### config.mk
export PLATFORM = sky130hd
export DESIGN_NAME = mbet_queue
export DESIGN_NICKNAME = d
export VERILOG_FILES = /design/src/rtl/mbet_pkg.sv /design/src/rtl/mbet_queue.sv
export SDC_FILE = /design/constraint.sdc
export NUM_CORES = 1
export LEC_CHECK = 0
export BUFFER_PORTS_ARGS = -buffer_cell sky130_fd_sc_hd__buf_2
export CORE_MARGIN = 2
export CORE_UTILIZATION = 41
export CTS_CLUSTER_DIAMETER = 150
export DETAILED_ROUTE_END_ITERATION = 8
export GPL_ROUTABILITY_DRIVEN = 0
export PLACE_DENSITY_LB_ADDON = 0.1
export SYNTH_ARGS = -nofsm -noshare
export SYNTH_HDL_FRONTEND = slang
export SYNTH_SLANG_ARGS = --single-unit
### constraint.sdc
create_clock -name clk -period 10.6 [get_ports clk]
set_input_delay 1.06 -clock clk [delete_from_list [all_inputs] [get_ports clk]]
set_output_delay 1.06 -clock clk [all_outputs]
set_load 0.005 [all_outputs]
### src/rtl/mbet_pkg.sv
`default_nettype none

package mbet_pkg;

	localparam int FRAC_BITS_DEF  = 28;
	localparam int INDEX_BITS_DEF = 12;
	localparam int COORD_W        = 32;
	localparam int COUNT_W        = 8;
	localparam int QUEUE_DEPTH    = 2;
	localparam int REG_ADDR_W     = 5;

	localparam logic [2:0] REG_X_ORIGIN    = 3'd0;
	localparam logic [2:0] REG_X_INCREMENT = 3'd1;
	localparam logic [2:0] REG_Y_ORIGIN    = 3'd2;
	localparam logic [2:0] REG_Y_INCREMENT = 3'd3;
	localparam logic [2:0] REG_ITER_LIMIT  = 3'd4;

	localparam logic signed [COORD_W-1:0] X_ORIGIN_RST    = -32'sd536870912;
	localparam logic signed [COORD_W-1:0] X_INCREMENT_RST = 32'sd524288;
	localparam logic signed [COORD_W-1:0] Y_ORIGIN_RST    = -32'sd536870912;
	localparam logic signed [COORD_W-1:0] Y_INCREMENT_RST = 32'sd524288;
	localparam logic [COUNT_W-1:0]        ITER_LIMIT_RST  = 8'd255;

	typedef logic signed [COORD_W-1:0] coord_t;

	typedef struct packed {
		coord_t x_origin;
		coord_t x_increment;
		coord_t y_origin;
		coord_t y_increment;
	} coord_cfg_t;

	// cr: real part (row coordinate), ci: imaginary part (column coordinate)
	typedef struct packed {
		coord_t cr;
		coord_t ci;
	} point_t;

	typedef enum logic [1:0] {
		BK_IDLE,
		BK_MUL,
		BK_UPD
	} back_state_t;

endpackage

`default_nettype wire

### src/rtl/mbet_queue.sv
`default_nettype none

module mbet_queue import mbet_pkg::*; (
	input  wire logic   clk,
	input  wire logic   arst_n,
	input  wire logic   push,
	input  wire point_t push_data,
	input  wire logic   pop,
	output logic        full,
	output logic        empty,
	output point_t      head
);

	localparam int PTR_W = $clog2(QUEUE_DEPTH);

	point_t           entry_q [QUEUE_DEPTH];
	logic [PTR_W-1:0] wr_ptr_q, rd_ptr_q;
	logic [PTR_W:0]   cnt_q;

	assign full  = (cnt_q == (PTR_W+1)'(QUEUE_DEPTH));
	assign empty = (cnt_q == '0);
	assign head  = entry_q[rd_ptr_q];

	always_ff @(posedge clk or negedge arst_n) begin
		if (!arst_n) begin
			wr_ptr_q <= '0;
			rd_ptr_q <= '0;
			cnt_q    <= '0;
		end else begin
			if (push) begin
				wr_ptr_q <= wr_ptr_q + 1'b1;
			end
			if (pop) begin
				rd_ptr_q <= rd_ptr_q + 1'b1;
			end
			if (push && !pop) begin
				cnt_q <= cnt_q + 1'b1;
			end else if (pop && !push) begin
				cnt_q <= cnt_q - 1'b1;
			end
		end
	end

	always_ff @(posedge clk) begin
		if (push) begin
			entry_q[wr_ptr_q] <= push_data;
		end
	end

endmodule

`default_nettype wire

==> flow_summary.ini <==
[timing]
max_freq_ghz = 0.289
tightestPinTransition_ns = 0.961
hold_violations = 0
fin_crit_sh_pct = 32.6
period_minus_slack_ns = 3.45
fin_tns_setup_ns = 0
rsz0062_at_grt = no
maxSlewHeadroom_pct = 35.8
finClkSkew_ns = 0.00490
setup_violations = 0
drv_slew = 0

[floorplanning]
std_cell_rows = 40
die_x_um = 115
start_util_pct = 41.9
die_y_um = 115
die_area_um2 = 13100
ios = 134
core-area_um2 = 12000

[global_routing]
grt_max_degree = 65
grt_pass1_vias = 2543
track_usage_pct = 13.7
grt_pass1_wl_um = 12700
overflow = 0
antenna_found_initial = 0

[setup_path]
crit_chain = buf_4 -> mux2_2 -> buf_2
end_kind = output pin
critPathMaxStageDelay_ns = 0.75
critPathSlowestCell = dfrtp_4
cp-start-kind = register
crit_path_max_fanout = 39
cp_num_buf_inv = 2
critPathRequiredTime_ns = 9.54
crit_type = reg2out
cp.arrival_ns = 2.39
path_delay_family = buffers and inverters

[clock_network]
cts.sinks = 132
cts_resized = 0
cts_tree = yes
worstSkewPairLatency_ns = 0.41
postCtsHoldBufs = 0
post-cts-setup-buffers = 0
h-tree-depth = 4
cts-root-buf = clkbuf_16
numCtsBuffers = 17
clkTransAtPathRegs_ns = 0.06
clk_path_buf_depth = 2

[logic_synthesis]
yosysUniqueCellTypes = 13
synth_edf_count = 128
synth_area_um2 = 5010
synth_area_leaders = edfxtp_1 (77%), mux2_4 (15%), mux2_2 (3.1%), dfrtp_1 (2.0%), buf_6 (1.3%)
synth_most_common_cell = edfxtp_1
synth_cells = 215
async_flop_share_pct = 3.03
synth_top_area_share_pct = 76.7
yosys.area_share.simple_pct = 0.524
synth_compound_area_share_pct = 0
synth_seq_cells = 132
ys_warn_count = 0
synth-xor-area-share_pct = 0.874
yosysTopAreaCell = edfxtp_1
synthMuxAreaShare_pct = 18.1
synth_nets = 284
synth.avg_cell_area_um2 = 23.3
ys_seq_area_share_pct = 78.7
synth_top_family_by_area = multiplexers
synth_fa_ha_area_share_pct = 0.250
ys.flop_type = edfxtp_1
synth_commonest_cells = edfxtp_1 (128), mux2_4 (50), mux2_2 (14)

[run_status]
status = completed

[drt]
firstDrtPassIters = 4
wl_per_cell_um = 16.3
totalWireLength_um = 8490
drc = 0
drt.antenna.violating_nets = 0
vias = 2413
viasPerCell = 4.62
drt_iter0_drc = 94

[power_and_ir_drop]
clkPwrFrac_pct = 34.0
combPwrFrac_pct = 24.1
seq_power_share_pct = 41.9
switching_share_pct = 24.6
power_density_nw_per_um2 = 278
power.internal_uw = 1350
vdd_drop_max_mv = 0.142
switchingPower_uw = 441
power.leakage_uw = 0.00261

[job]
drv_cap = 0

[cells_and_area]
nNetsFinal = 431
fin_cells = 522
layout-drive-gt1-share_pct = 62.4
area_delta_synth_final_pct = 28.7
antenna_cells = 0

[place]
portBuffers = 133
dpl.hpwl_um = 5210
dp.cells = 490

[worst_hold_path]
hold_path.class = in2async
[cell usage in the layout, fill, tap and decap left out, drive strengths merged]
master and n:
ha 1, clkbuf 23, dfrtp 4, and2 1, bufinv 3, nor2b 2
buf 135, mux2 64, edfxtp 128, xnor2 1, nor2 2, clkinv 5
inv 1, clkinvlp 1, xor2 4
[through the flow]
stage	utilization (%)	hold slack [ns]	power, uW	instance area, um^2	setup slack (ns)
global placement	48.6	0.477	1200	5820	7.56
CTS	53.9	0.425	1820	6450	7.08
finish	53.9	0.444	1790	6450	7.15
floorplan	-	0.455	1050	5010	6.23
detailed placement	48.6	0.494	1210	5820	7.54
global route	53.9	0.426	1880	6450	7.01
[registers in the layout, summed over array words and instances, names as in the netlist]
name      flops
entry_q     128
cnt_q         2
rd_ptr_q      1
wr_ptr_q      1
[worst register-to-register path, delay by kind of cell (launching register included)]
family,cells,cell delay (ns)
buffers and inverters,1,0.57
flip-flops,1,0.42
AND/OR/NAND/NOR,1,0.77
[path summary, 6_finish.rpt]
check | from | to | slack [ns] | cells past startpoint
worst min-delay path | arst_n | wr_ptr_q$_DFFE_PN0P_ | 0.44 | 1
worst min register to register | cnt_q[1]$_DFFE_PN0P_ | cnt_q[1]$_DFFE_PN0P_ | 0.50 | 1
worst max register to register | wr_ptr_q$_DFFE_PN0P_ | entry_q[0][57]$_DFFE_PP_ | 8.44 | 2
worst max-delay path | rd_ptr_q$_DFFE_PN0P_ | head[50] | 7.15 | 3
max in group asynchronous | arst_n | rd_ptr_q$_DFFE_PN0P_ | 10.02 | 1
min in group clk | cnt_q[1]$_DFFE_PN0P_ | cnt_q[1]$_DFFE_PN0P_ | 0.50 | 1
[area by class of cell]
class	count	area, um^2
sequential	132	3950
inverter	1	3.75
tap	147	184
clock inverter	9	123
fill	966	5510
multi-input combinational	75	1000
clock buffer	23	508
timing repair buffer	135	681
[power groups by stage]
stage	Combinational [uW]	Sequential, uW	Clock [uW]
finish	432	750	610
global route	469	763	644
CTS	445	753	623
detailed placement	444	763	0
global placement	440	760	0
floorplan	322	732	0
[routing by layer]
metal | wire length (um) | global-route usage, % | part of all wire [%] | up-vias
met2 | 4240 | 22.2 | 50 | 84
li1 | - | - | - | 1147
met3 | 603 | 5.93 | 7.1 | 14
met4 | 202 | 8.05 | 2.4 | 0
met1 | 3440 | 15.0 | 41 | 1168
met5 | 0 | 0 | 0 | -
[kinds of logic (layout without fill, tap and decap cells)]
family	after synthesis	count (layout)
buf+inv	8	168
fa+ha+maj	1	1
flops	132	132
simple gates	5	5
xor+xnor	5	5
mux	64	64
Note: power is estimated with default switching activity, not from simulation.
