===== config.mk =====
export PLATFORM = sky130hd
export DESIGN_NAME = mbet_front
export DESIGN_NICKNAME = d
export VERILOG_FILES = /design/src/rtl/mbet_pkg.sv /design/src/rtl/mbet_front.sv
export SDC_FILE = /design/constraint.sdc
export NUM_CORES = 2
export LEC_CHECK = 0
export BUFFER_PORTS_ARGS = -buffer_cell sky130_fd_sc_hd__buf_2
export CORE_ASPECT_RATIO = 1.75
export CORE_MARGIN = 2
export CORE_UTILIZATION = 45
export CTS_CLUSTER_SIZE = 28
export DETAILED_ROUTE_END_ITERATION = 8
export SETUP_SLACK_MARGIN = 0.5
export SLEW_MARGIN = 0
export SYNTH_ARGS = -nofsm -noshare
export SYNTH_HDL_FRONTEND = slang
export SYNTH_SLANG_ARGS = --single-unit

===== constraint.sdc =====
create_clock -name clk -period 9.61 [get_ports clk]
set_input_delay 0.961 -clock clk [delete_from_list [all_inputs] [get_ports clk]]
set_output_delay 0.961 -clock clk [all_outputs]
set_load 0.005 [all_outputs]

===== src/rtl/mbet_pkg.sv =====
`default_nettype none

package mbet_pkg;

	localparam int FRAC_BITS_DEF  = 28;
	localparam int INDEX_BITS_DEF = 12;
	localparam int COORD_W        = 32;
	localparam int COUNT_W        = 8;
	localparam int QUEUE_DEPTH    = 2;
	localparam int REG_ADDR_W     = 5;

	localparam logic [2:0] REG_X_ORIGIN    = 3'd0;
	localparam logic [2:0] REG_X_INCREMENT = 3'd1;
	localparam logic [2:0] REG_Y_ORIGIN    = 3'd2;
	localparam logic [2:0] REG_Y_INCREMENT = 3'd3;
	localparam logic [2:0] REG_ITER_LIMIT  = 3'd4;

	localparam logic signed [COORD_W-1:0] X_ORIGIN_RST    = -32'sd536870912;
	localparam logic signed [COORD_W-1:0] X_INCREMENT_RST = 32'sd524288;
	localparam logic signed [COORD_W-1:0] Y_ORIGIN_RST    = -32'sd536870912;
	localparam logic signed [COORD_W-1:0] Y_INCREMENT_RST = 32'sd524288;
	localparam logic [COUNT_W-1:0]        ITER_LIMIT_RST  = 8'd255;

	typedef logic signed [COORD_W-1:0] coord_t;

	typedef struct packed {
		coord_t x_origin;
		coord_t x_increment;
		coord_t y_origin;
		coord_t y_increment;
	} coord_cfg_t;

	// cr: real part (row coordinate), ci: imaginary part (column coordinate)
	typedef struct packed {
		coord_t cr;
		coord_t ci;
	} point_t;

	typedef enum logic [1:0] {
		BK_IDLE,
		BK_MUL,
		BK_UPD
	} back_state_t;

endpackage

`default_nettype wire


===== src/rtl/mbet_front.sv =====
`default_nettype none

module mbet_front import mbet_pkg::*; #(
	parameter int INDEX_BITS = INDEX_BITS_DEF
) (
	input  wire logic                  clk,
	input  wire logic                  arst_n,
	input  wire logic                  start,
	input  wire logic [INDEX_BITS-1:0] column,
	input  wire logic [INDEX_BITS-1:0] row,
	input  wire coord_cfg_t            cfg,
	input  wire logic                  q_full,
	output logic                       busy,
	output logic                       push,
	output point_t                     push_data
);

	localparam int PROD_W = COORD_W + INDEX_BITS + 1;
	localparam int SUM_W  = PROD_W + 1;
	localparam logic signed [SUM_W-1:0] SAT_HI = SUM_W'(32'sh7fff_ffff);
	localparam logic signed [SUM_W-1:0] SAT_LO = SUM_W'(32'sh8000_0000);

	logic                     accept;
	logic                     v_s1, v_s2;
	logic [INDEX_BITS-1:0]    col_s1, row_s1;
	logic signed [PROD_W-1:0] px, py;
	logic signed [PROD_W-1:0] px_s2, py_s2;
	logic signed [SUM_W-1:0]  sx, sy;
	coord_t                   xc, yc;

	assign busy   = v_s1 | v_s2 | q_full;
	assign accept = start & ~busy;

	always_ff @(posedge clk or negedge arst_n) begin
		if (!arst_n) begin
			v_s1 <= 1'b0;
			v_s2 <= 1'b0;
		end else begin
			v_s1 <= accept;
			v_s2 <= v_s1;
		end
	end

	assign px = $signed(cfg.x_increment) * $signed({1'b0, col_s1});
	assign py = $signed(cfg.y_increment) * $signed({1'b0, row_s1});

	always_ff @(posedge clk) begin
		if (accept) begin
			col_s1 <= column;
			row_s1 <= row;
		end
		if (v_s1) begin
			px_s2 <= px;
			py_s2 <= py;
		end
	end

	assign sx = SUM_W'(px_s2) + SUM_W'($signed(cfg.x_origin));
	assign sy = SUM_W'(py_s2) + SUM_W'($signed(cfg.y_origin));

	always_comb begin
		if (sx > SAT_HI) begin
			xc = 32'sh7fff_ffff;
		end else if (sx < SAT_LO) begin
			xc = 32'sh8000_0000;
		end else begin
			xc = sx[COORD_W-1:0];
		end
		if (sy > SAT_HI) begin
			yc = 32'sh7fff_ffff;
		end else if (sy < SAT_LO) begin
			yc = 32'sh8000_0000;
		end else begin
			yc = sy[COORD_W-1:0];
		end
	end

	assign push         = v_s2;
	assign push_data.cr = yc;
	assign push_data.ci = xc;

endmodule

`default_nettype wire


==> impl_results.md <==
- Die Area: 0.0818 mm²
- Core Util, Final: 48.6%
- Port bufs: 221
- Post-CTS Setup Inserts: 0
- Final count of pins violating max slew: 0
- Pwr/cell area: 367 mW/mm²
- Drt first-iter violations: 1124
- Final GP Congestion: 0.940
- Outcome: finished clean
- Post-synth EDFFs: 114
- CTS H-tree lvls: 4
- ANT nets after route: 0
- Main synth FF type: edfxtp_1
- Final setup viols: 0
- Overflow after GRT: 0
- Post-Route WL: 94.4 mm
- Fmax: 133 MHz
- Core area: 0.0786 mm²
- Layout Nets: 5321
- CP required: 9.86 ns
- Area contributors post-synth: fa_1, ha_1, inv_1
- Synth cell types: 75
- Post-Route Skew: 0.0158 ns
- Max-Cap Viols: 0
- Post-layout min period: 7.52 ns
- #FFs+latches synth: 116
- Root Buffer: clkbuf_16
- Worst Path Arrival: 7.77 ns
- Clk sinks: 116
- Avg WL per Cell: 18.0 µm
- TritonCTS clock tree: built
- Setup TNS: 0 ns
- Dpl hpwl: 80.6 mm
- Period utilization: 78.3%
- Sequential fraction of the synthesis area: 9.72%
- Syn_area_per_cell: 8.69 µm²
- Mapped Area: 0.0357 mm²
- Lkg Pwr: 19.1 nW
- Rel. slew slack: 20.6%
- Hold Crit Class: in -> async
- Largest net degree at the start of global routing: 80
- Die Ht: 377 µm
- Async set-or-reset flop fraction in the synthesized netlist: 1.72%
- Yosys top cell area share: 38.0%
- Initial core utilization: 45.5%
- Layout cells sized above 1: 7.50%
- Yosys warns: 0
- Area Overhead vs Synth: 7.02%
- Critical-path maximum fanout: 32
- Die X: 217 µm
- Post-CTS Hold Buffers: 0
- Clock Pin Slew Worst Setup and Hold Paths: 0.06 ns
- Pre-Repair DR Iteration Count: 5
- First-pass GRT wire length: 151 mm
- Post-synth top area cell: fa_1
- Initial antenna violation count: 10
- Number of global-route vias before repair: 29976
- Kind of critical path: reg -> reg
- Vias per cell: 5.24
- Max rail drop VDD: 216 µV
- Design Area, Final: 0.0382 mm²
- Std cell rows: 136
- Cell Area, Placed: 0.0377 mm²
- Worst Tran Pin Value: 1.19 ns
- Clock Path Buffers: 2
- Ports: 222
- Final hold vios: 0
- DRC viols: 0
- Total track usage: 23.9%
- RSZ-0062 raised after global routing: no
- Worst setup EP type: flip-flop
- Routed vias: 27510
- Resized cells post-CTS: 0
- Crit start category: flip-flop
- Syn Inst Count: 4112
- Post-Syn Nets: 5234
- Setup slack, reg-to-reg: 2.09 ns
- CTS Buf Count: 17
- Worst skew pair latency: 0.51 ns
==> stage by stage <==
stage / power [mW] / std cells / hold slack [ns] / setup slack, ns
final: 14.0 / 5248 / 0.236 / 2.09
after global routing: 15.7 / 5248 / 0.219 / 1.55
after CTS: 14.2 / 5247 / 0.198 / 2.05
after detailed placement: 13.4 / 5215 / 0.694 / 1.89
after global placement: 13.3 / 5215 / 0.694 / 1.96
after floorplan: 10.6 / 4112 / 0.582 / 2.72
==> cell families after synthesis <==
family,Yosys count,synth area share (%)
AO/OA/AOI/OAI,572,10.2
XOR/XNOR,161,3.95
adder cells (fa/ha/maj),966,48.1
buffers and inverters,1109,11.7
flip-flops,116,9.72
multiplexers,3,0.0910
AND/OR/NAND/NOR,1185,16.2
==> layout make-up <==
class | count | area (µm²)
flip-flops and latches | 116 | 3480
clock buffers | 17 | 425
inverters | 928 | 3480
fillers | 7767 | 40400
clock inverters | 15 | 134
well taps | 1035 | 1290
multi-input cells | 2887 | 28100
diodes | 1 | 2.50
repair buffers | 249 | 1320
==> Yosys cell counts (15+ instances only) <==
cell type / number
a21o_1: 68
a21oi_1: 164
a211oi_1: 22
a31oi_1: 20
nand2b_1: 27
o211ai_1: 23
o21a_1: 19
clkbuf_1: 174
o21ai_1: 30
nand3_1: 36
nand4_1: 27
fa_1: 678
xor2_1: 60
edfxtp_1: 114
nand2_1: 539
xnor2_1: 101
and2_1: 346
nor2b_1: 16
o22ai_1: 31
ha_1: 288
inv_1: 928
nor2_1: 106
o21ai_0: 96
o21bai_1: 22
and3_1: 15
nor3_1: 27
==> power by group <==
part           internal [mW]  leakage [nW]  total (mW)  switching (mW)
logic                   5.12          17.7        12.0            6.92
clock network          0.353         0.260       0.631           0.278
registers               1.28          1.08        1.36          0.0814
total                   6.75          19.1        14.0            7.27
==> metal layers <==
metal / routed length [µm] / up-vias / GRT usage, % / part of all wire, %
li1: - / 12861 / - / -
met1: 33500 / 13774 / 24.4 / 35
met2: 52100 / 649 / 46.9 / 55
met3: 4480 / 210 / 3.42 / 4.7
met4: 4250 / 16 / 11.6 / 4.5
met5: 107 / - / 0 / 0.11
==> final timing paths <==
check                                          from                  end  cells after the start
worst max-delay path            row_s1[3]$_DFFE_PP_  py_s2[39]$_DFFE_PP_                     22
worst min-delay path                         arst_n       v_s1$_DFF_PN0_                      1
worst max register to register  row_s1[3]$_DFFE_PP_  py_s2[39]$_DFFE_PP_                     22
worst min register to register       v_s1$_DFF_PN0_   py_s2[4]$_DFFE_PP_                      0
max in group asynchronous                    arst_n       v_s1$_DFF_PN0_                      1
min in group clk                             row[5]  row_s1[5]$_DFFE_PP_                      1
==> critical path, stage by stage, from the launching register on <==
cell and delay [ns]:
edfxtp_1 1.10, and2_1 0.26, fa_1 0.41, inv_1 0.08
fa_1 0.40, inv_1 0.09, fa_1 0.45, fa_1 0.55
inv_1 0.05, fa_1 0.47, inv_1 0.04, ha_1 0.33
o21ai_0 0.11, a21oi_1 0.27, and4_1 0.32, o221ai_1 0.24
o311ai_0 0.47, a31oi_1 0.25, o21ai_0 0.39, a2111oi_0 0.18
nor3_1 0.44, a21boi_0 0.19, xnor2_1 0.15
==> flip-flops by register name, summed over array words and instances, names as in the netlist <==
name,cells
col_s1,12
px_s2,45
py_s2,45
row_s1,12
push,1
v_s1,1
==> cells in the final DEF (no fill, tap or decap), types with 9 or more instances in the layout <==
master and instances:
inv_1 928, fa_1 678, nand2_1 539, and2_1 346
ha_1 288, buf_2 221, a21oi_1 164, edfxtp_1 114
nor2_1 105, xnor2_1 101, o21ai_0 96, a21o_1 68
xor2_1 60, nand3_1 36, o22ai_1 31, o21ai_1 30
buf_4 28, nand2b_1 27, nor3_1 27, nand4_1 27
o211ai_1 23, a211oi_1 22, o21bai_1 22, a31oi_1 20
o21a_1 19, clkbuf_16 17, nor2b_1 16, and3_1 15
o2111ai_1 9
(Power assumes the default switching activity.)
